[config.mk]
export PLATFORM = sky130hd
export DESIGN_NAME = omni_wheel_mixer_pulse_core
export DESIGN_NICKNAME = d
export VERILOG_FILES = /design/src/owm_pkg.sv /design/src/owm_lane.sv /design/src/omni_wheel_mixer_pulse_core.sv
export SDC_FILE = /design/constraint.sdc
export NUM_CORES = 2
export LEC_CHECK = 0
export BUFFER_PORTS_ARGS = -buffer_cell sky130_fd_sc_hd__buf_4
export CORE_MARGIN = 10
export CORE_UTILIZATION = 60
export DETAILED_ROUTE_END_ITERATION = 16
export PLACE_DENSITY = 0.86
export SLEW_MARGIN = 0
export SYNTH_ARGS = -nofsm -noshare
export SYNTH_HDL_FRONTEND = slang
export SYNTH_SLANG_ARGS = --single-unit
[constraint.sdc]
create_clock -name clk -period 12.55 [get_ports clk]
set_input_delay 1.8825 -clock clk [delete_from_list [all_inputs] [get_ports clk]]
set_output_delay 1.8825 -clock clk [all_outputs]
set_load 0.02 [all_outputs]
[src/owm_pkg.sv]
// ----------------------------------------------------------------------------
// owm_pkg: shared types and constants for the omni wheel mixer
// Widths of the stick, command, divider and pulse paths, plus the lane types.
// ----------------------------------------------------------------------------
package owm_pkg;

	localparam int StickW   = 8;
	localparam int CentW    = 9;   // centred stick, signed -127..128
	localparam int CmdW     = 10;  // mixed command, signed -383..384
	localparam int MagW     = 9;   // command magnitude, 0..384
	localparam int DvdW     = 16;  // magnitude * 127
	localparam int QW       = 7;   // scaled magnitude, 0..127
	localparam int HiSteps  = 4;   // quotient bits resolved in the first divide stage
	localparam int DbW      = 7;
	localparam int PulseW   = 11;
	localparam int OffW     = 9;   // pulse offset from stop, 0..500
	localparam int ProdW    = 32;

	localparam int CentreVal     = 127;
	localparam int FullScale     = 127;
	localparam int StopPulse     = 1500;
	localparam int DeadBandReset = 4;
	// floor(c*500/127) == (c * PulseRecip) >> RecipShift for c in 0..127
	localparam int PulseRecip    = 33026500;
	localparam int RecipShift    = 23;

	typedef struct packed {
		logic            neg;
		logic [MagW-1:0] mag;
		logic [DvdW-1:0] dvd;
	} owm_lane_t;

	typedef struct packed {
		logic            scale;
		logic [MagW-1:0] div;
	} owm_scale_t;

	function automatic logic signed [CentW-1:0] centre_stick(
		input logic [StickW-1:0] raw,
		input logic [DbW-1:0]    db
	);
		logic signed [CentW-1:0] v;
		logic [StickW-1:0]       a;
		v = $signed({1'b0, raw}) - $signed(CentW'(CentreVal));
		a = v[CentW-1] ? StickW'(-v) : v[StickW-1:0];
		if (a < StickW'(db)) begin
			v = '0;
		end
		return v;
	endfunction

endpackage

[src/owm_lane.sv]
// ----------------------------------------------------------------------------
// owm_lane: per-wheel scale divider and pulse conversion
// Two restoring divide stages, then reciprocal multiply to the pulse width.
// ----------------------------------------------------------------------------
module owm_lane (
	input  logic                        clk,
	input  owm_pkg::owm_lane_t          lane_s2,
	input  owm_pkg::owm_scale_t         scale_s2,
	output logic [owm_pkg::PulseW-1:0]  pulse_s5
);
	import owm_pkg::*;

	logic [DvdW-1:0] rem_s3;
	logic [QW-1:0]   q_s3;
	logic [MagW-1:0] mag_s3;
	logic            neg_s3;
	owm_scale_t      scale_s3;

	logic [QW-1:0]   cmag_s4;
	logic            neg_s4;

	logic [DvdW-1:0] rem_hi;
	logic [QW-1:0]   q_hi;
	logic [DvdW-1:0] rem_lo;
	logic [QW-1:0]   q_lo;
	logic [ProdW-1:0] prod;
	logic [OffW-1:0]  off;

	// upper quotient bits; quotient never exceeds 127 since |w| <= max
	always_comb begin
		logic [DvdW-1:0] sub;
		rem_hi = lane_s2.dvd;
		q_hi   = '0;
		for (int k = QW - 1; k >= QW - HiSteps; k--) begin
			sub = DvdW'(scale_s2.div) << k;
			if (rem_hi >= sub) begin
				rem_hi  = rem_hi - sub;
				q_hi[k] = 1'b1;
			end
		end
	end

	always_ff @(posedge clk) begin
		rem_s3   <= rem_hi;
		q_s3     <= q_hi;
		mag_s3   <= lane_s2.mag;
		neg_s3   <= lane_s2.neg;
		scale_s3 <= scale_s2;
	end

	always_comb begin
		logic [DvdW-1:0] sub;
		rem_lo = rem_s3;
		q_lo   = q_s3;
		for (int k = QW - HiSteps - 1; k >= 0; k--) begin
			sub = DvdW'(scale_s3.div) << k;
			if (rem_lo >= sub) begin
				rem_lo  = rem_lo - sub;
				q_lo[k] = 1'b1;
			end
		end
	end

	always_ff @(posedge clk) begin
		cmag_s4 <= scale_s3.scale ? q_lo : mag_s3[QW-1:0];
		neg_s4  <= neg_s3;
	end

	// offset is at most 500, so the pulse stays inside 1000..2000
	assign prod = ProdW'(cmag_s4) * ProdW'(PulseRecip);
	assign off  = prod[RecipShift +: OffW];

	always_ff @(posedge clk) begin
		pulse_s5 <= neg_s4 ? PulseW'(StopPulse) - PulseW'(off)
		                   : PulseW'(StopPulse) + PulseW'(off);
	end

endmodule

[src/omni_wheel_mixer_pulse_core.sv]
// ----------------------------------------------------------------------------
// omni_wheel_mixer_pulse_core: four-wheel omni drive mixer with pulse outputs
// Timing: done is registered through v_s1..v_s5 and rises with the pulse outputs of the accepted item.
// Throughput: one item per cycle; busy is never raised, the receiver cannot stall.
// Stages: centre+mix, magnitude/max, two divide stages, pulse multiply.
// Reset: asynchronous, clears valid bits and sets dead_band to 4.
// ----------------------------------------------------------------------------
module omni_wheel_mixer_pulse_core (
	input  logic                        clk,
	input  logic                        arst_n,
	input  logic                        start,
	output logic                        busy,
	input  logic [owm_pkg::StickW-1:0]  forward_raw,
	input  logic [owm_pkg::StickW-1:0]  strafe_raw,
	input  logic [owm_pkg::StickW-1:0]  rotate_raw,
	input  logic                        cfg_valid,
	output logic                        cfg_ready,
	input  logic [owm_pkg::DbW-1:0]     cfg_data,
	output logic                        done,
	output logic [owm_pkg::PulseW-1:0]  front_left_pulse,
	output logic [owm_pkg::PulseW-1:0]  front_right_pulse,
	output logic [owm_pkg::PulseW-1:0]  back_left_pulse,
	output logic [owm_pkg::PulseW-1:0]  back_right_pulse
);
	import owm_pkg::*;

	logic [DbW-1:0] dead_band_q;
	logic v_s1, v_s2, v_s3, v_s4, v_s5;

	logic signed [CentW-1:0] y, x, r;
	logic signed [CmdW-1:0]  ye, xe, re;
	logic signed [CmdW-1:0]  w_s1 [4];

	logic [MagW-1:0] mag [4];
	logic [MagW-1:0] m01, m23, mmax;

	owm_lane_t  lane_s2 [4];
	owm_scale_t scale_s2;
	logic [PulseW-1:0] pulse [4];

	assign busy      = 1'b0;
	assign cfg_ready = 1'b1;

	always_ff @(posedge clk or negedge arst_n) begin
		if (!arst_n) begin
			dead_band_q <= DbW'(DeadBandReset);
		end else if (cfg_valid && cfg_ready) begin
			dead_band_q <= cfg_data;
		end
	end

	always_ff @(posedge clk or negedge arst_n) begin
		if (!arst_n) begin
			v_s1 <= 1'b0;
			v_s2 <= 1'b0;
			v_s3 <= 1'b0;
			v_s4 <= 1'b0;
			v_s5 <= 1'b0;
		end else begin
			v_s1 <= start && !busy;
			v_s2 <= v_s1;
			v_s3 <= v_s2;
			v_s4 <= v_s3;
			v_s5 <= v_s4;
		end
	end

	// stage 1: centre, dead band, mix
	assign y  = centre_stick(forward_raw, dead_band_q);
	assign x  = centre_stick(strafe_raw, dead_band_q);
	assign r  = centre_stick(rotate_raw, dead_band_q);
	assign ye = CmdW'(y);
	assign xe = CmdW'(x);
	assign re = CmdW'(r);

	always_ff @(posedge clk) begin
		w_s1[0] <= ye + xe + re;
		w_s1[1] <= ye - xe - re;
		w_s1[2] <= -ye - xe + re;
		w_s1[3] <= -ye + xe - re;
	end

	// stage 2: magnitudes, largest magnitude, dividend
	always_comb begin
		for (int i = 0; i < 4; i++) begin
			mag[i] = w_s1[i][CmdW-1] ? MagW'(-w_s1[i]) : w_s1[i][MagW-1:0];
		end
	end

	assign m01  = (mag[0] > mag[1]) ? mag[0] : mag[1];
	assign m23  = (mag[2] > mag[3]) ? mag[2] : mag[3];
	assign mmax = (m01 > m23) ? m01 : m23;

	always_ff @(posedge clk) begin
		for (int i = 0; i < 4; i++) begin
			lane_s2[i].neg <= w_s1[i][CmdW-1];
			lane_s2[i].mag <= mag[i];
			lane_s2[i].dvd <= DvdW'({mag[i], 7'b0}) - DvdW'(mag[i]);
		end
		scale_s2.scale <= mmax > MagW'(FullScale);
		scale_s2.div   <= mmax;
	end

	for (genvar g = 0; g < 4; g++) begin : g_lane
		owm_lane u_lane (
			.clk      (clk),
			.lane_s2  (lane_s2[g]),
			.scale_s2 (scale_s2),
			.pulse_s5 (pulse[g])
		);
	end

	assign done              = v_s5;
	assign front_left_pulse  = pulse[0];
	assign front_right_pulse = pulse[1];
	assign back_left_pulse   = pulse[2];
	assign back_right_pulse  = pulse[3];

`ifndef NO_ASSERTIONS
	a_latency: assert property (@(posedge clk) disable iff (!arst_n)
		start |-> ##5 done)
		else $error("accepted item did not complete after five cycles");

	a_range: assert property (@(posedge clk) disable iff (!arst_n)
		done |-> (front_left_pulse >= PulseW'(1000) && front_left_pulse <= PulseW'(2000)
			&& back_right_pulse >= PulseW'(1000) && back_right_pulse <= PulseW'(2000)))
		else $error("pulse width out of range");

	a_centre: assert property (@(posedge clk) disable iff (!arst_n)
		(start && forward_raw == StickW'(CentreVal) && strafe_raw == StickW'(CentreVal)
			&& rotate_raw == StickW'(CentreVal))
		|-> ##5 (front_left_pulse == PulseW'(StopPulse)
			&& front_right_pulse == PulseW'(StopPulse)
			&& back_left_pulse == PulseW'(StopPulse)
			&& back_right_pulse == PulseW'(StopPulse)))
		else $error("centred sticks did not give stop pulses");
`endif

endmodule
==> results.cfg <==
[yosys]
synth_edf_count = 0
synth.ff_latch_count = 342
synth_warnings = 0
syn_area_mm2 = 0.03812
synthArstFlopShare_pct = 3.509
synth_ff_type = dfxtp_1
syn_avg_cell_area_um2 = 8.759
postSynthCellCount = 4352
seq_area_frac_synth_pct = 18.12
synth_cell_types = 98
syn_nets = 5215

[clock_tree]
htreeDepth = 2
tritoncts = yes
clk_pin_slew_ns = 0.06
cts_made_buffers = 40
clockBufferDepth = 3
ctsResizeCount = 0
hold_buffers = 0
cts_root_buf = clkbuf_16
clock-sinks = 342
clk_latency_ns = 0.58
cts_setup_buffers = 0

[place]
port_buffers = 79
place_area_mm2 = 0.03969
routabilityCongestion = 0.9407
dpl.cell_count = 5232
preCtsSetupSlack_ns = 2.177
hpwl_um = 72190

[grt]
globalRouteMet3Util_pct = 3.382
grt_busiest_layer = met2
grt_max_degree = 26
grt_use_met2_pct = 41.52
grt_overflow = 0
grt_first_pass_wirelength_um = 150700
grt_util_met1_pct = 29.77
track_usage_pct = 24.12
grt_pass1_vias = 31220
grt_antenna_before_repair = 1

[worst_setup_path]
cp.arrival_ns = 11.10
crit_family = compound AO/OA/AOI/OAI gates
r2r-start = scale_s2[0]
worstSetupEndpointType = flop
reg2reg_slack_ns = 1.92
r2r_end = g_lane[0].u_lane.rem_s3[4]
path_max_fanout = 17
cp_slowest_stage_delay_ns = 0.59
worstPathRequired_ns = 13.01
worst-setup-path-type = reg -> reg
cp_num_buf_inv = 2
reg2reg_depth = 39
cp-start-kind = flop
cp_slowest_cell = o21ai_0

[routing]
drt-total-wl_um = 90470
vias = 31150
drc = 0
viasPerCell = 5.874
wl_per_cell_um = 17.06
drt-pass1-iter-count = 6
postRouteAntennaNets = 0
drt_iter0_drc = 2029

[sta]
worst_pin_slew_ns = 0.9528
hold_viol_final = 0
rsz0062_at_grt = no
relSlewSlack_pct = 36.03
finalSetupViolations = 0
timing.final.crit_share_pct = 84.74
period_needed_ns = 10.63
fmax_ghz = 0.09403
fin_worst_skew_ns = 0.03131
setup_tns_ns = 0
maxSlewViolCount = 0
finalWorstSetupSlack_ns = 1.915

[die]
initial_utilization_pct = 60.54
rows = 92
die_width_um = 272.1
fp.coreArea_mm2 = 0.06297
ioPinCount = 82
die_h_um = 272.1
die-area_mm2 = 0.07401

[worst_hold_path]
min_path_cells = 0
hold_start = lane_s2[2][20]
hold_path.class = reg -> reg
holdPathEnd = g_lane[2].u_lane.mag_s3[4]

[layout]
fin_nets = 5291
fin_area_mm2 = 0.04108
drive_gt1_share_pct = 7.765
syn_to_final_growth_pct = 7.763
finalNonFillerCells = 5303
fill_cells = 4956

[run]
maxCapViolCount = 0

[outcome]
outcome = completed
cells in the final DEF (no fill, tap or decap), types with 10 or more instances in the layout:
cell,netlist,routed
a31oi_1,16,16
nor2b_1,82,82
and3_1,32,32
o21a_1,62,62
nor2_1,241,241
dfxtp_1,330,329
a211o_1,11,11
o31a_1,10,10
inv_1,467,467
o22ai_1,13,13
and2_1,22,22
clkbuf_16,0,41
a21oi_1,286,286
nor3_1,65,65
mux2i_1,47,47
a21o_1,115,115
a211oi_1,36,36
mux2_2,96,96
nand4_1,54,54
xor2_1,147,147
nand2_1,268,268
o31ai_1,34,34
fa_1,225,225
or2_2,28,28
nor4_1,16,15
o21bai_1,39,39
nand2b_1,78,78
or4_1,14,14
nand3_1,74,74
o211ai_1,14,14
buf_4,2,106
or3_1,38,38
a21boi_0,14,14
xnor2_1,253,253
dfrtp_1,11,11
nand3b_1,18,18
ha_1,603,603
o21ai_0,254,254
metrics by stage:
| stage | util [%] | hold slack [ns] |
|---|---|---|
| after global routing | 65.23 | 0.3262 |
| after global placement | 63.03 | 0.3105 |
| after CTS | 65.23 | 0.3229 |
| after floorplan | - | 0.3096 |
| after detailed placement | 63.03 | 0.3120 |
| final | 65.24 | 0.3196 |
metal layers:
| metal | vias up | wire (µm) |
|---|---|---|
| li1 | 15350 | - |
| met1 | 14660 | 38720 |
| met2 | 882 | 42670 |
| met3 | 256 | 5237 |
| met4 | 2 | 3820 |
| met5 | - | 13 |
cell type report:
type | instances | area [µm²] | share of cell area (%)
Sequential cell | 342 | 6909 | 16.82
Inverter | 470 | 1764 | 4.295
Multi-Input combinational cell | 3468 | 29160 | 70.98
Antenna cell | 1 | 2.502 | 0.006092
Timing Repair Buffer | 106 | 795.8 | 1.937
Clock inverter | 16 | 224.0 | 0.5452
Clock buffer | 54 | 1165 | 2.836
Tap cell | 846 | 1059 | 2.577
sequential cells by signal (all words and copies together) (netlist names), 4 cells and up:
register,count
g_lane.u_lane.cmag_s4,28
g_lane.u_lane.neg_s4,4
dead_band_q,7
g_lane.u_lane.q_s3,16
g_lane.u_lane.scale_s3,10
g_lane.u_lane.mag_s3,24
g_lane.u_lane.pulse_s5,44
g_lane.u_lane.rem_s3,62
w_s1,38
scale_s2,10
lane_s2,90
g_lane.u_lane.neg_s3,4
worst max path at each step:
stage,from,end,cells after the start
after floorplan,scale_s2[1],g_lane[0].u_lane.rem_s3[10],41
after global placement,scale_s2[0],g_lane[0].u_lane.rem_s3[4],39
after detailed placement,scale_s2[0],g_lane[0].u_lane.rem_s3[4],39
after CTS,scale_s2[0],g_lane[0].u_lane.rem_s3[4],39
after global routing,scale_s2[0],g_lane[0].u_lane.rem_s3[4],39
final,scale_s2[0],g_lane[0].u_lane.rem_s3[4],39
worst register-to-register path: cells and delay by family (launching register included):
kind	cells	cell delay [ns]
AO/OA/AOI/OAI	20	5.16
AND/OR/NAND/NOR	11	2.76
adder cells (fa/ha/maj)	5	1.58
multiplexers	1	0.37
buffers and inverters	2	0.34
flip-flops	1	0.31
cell families after synthesis:
logic type / Yosys count / synth area share (%)
other: 2 / 0.01970
AOI/OAI and AO/OA: 1011 / 16.85
adders and majority gates: 828 / 31.61
muxes: 152 / 4.444
xor gates and xnor gates: 401 / 9.234
DFF: 342 / 18.12
and+or+nand+nor: 1074 / 14.31
buffers and inverters: 542 / 5.416
Yosys cell counts, types with 96 or more instances:
| cell | count | area share [%] |
|---|---|---|
| a21o_1 | 115 | 2.3 |
| a21oi_1 | 286 | 3.8 |
| dfxtp_1 | 330 | 17 |
| fa_1 | 225 | 12 |
| ha_1 | 603 | 20 |
| inv_1 | 467 | 4.6 |
| mux2_2 | 96 | 2.8 |
| nand2_1 | 268 | 2.6 |
| nor2_1 | 241 | 2.4 |
| o21ai_0 | 254 | 3.3 |
| xnor2_1 | 253 | 5.8 |
| xor2_1 | 147 | 3.4 |
Power is left out: the tool's default activity adds up to more than one toggle a clock period on the data nets, which glitch-free logic cannot reach.
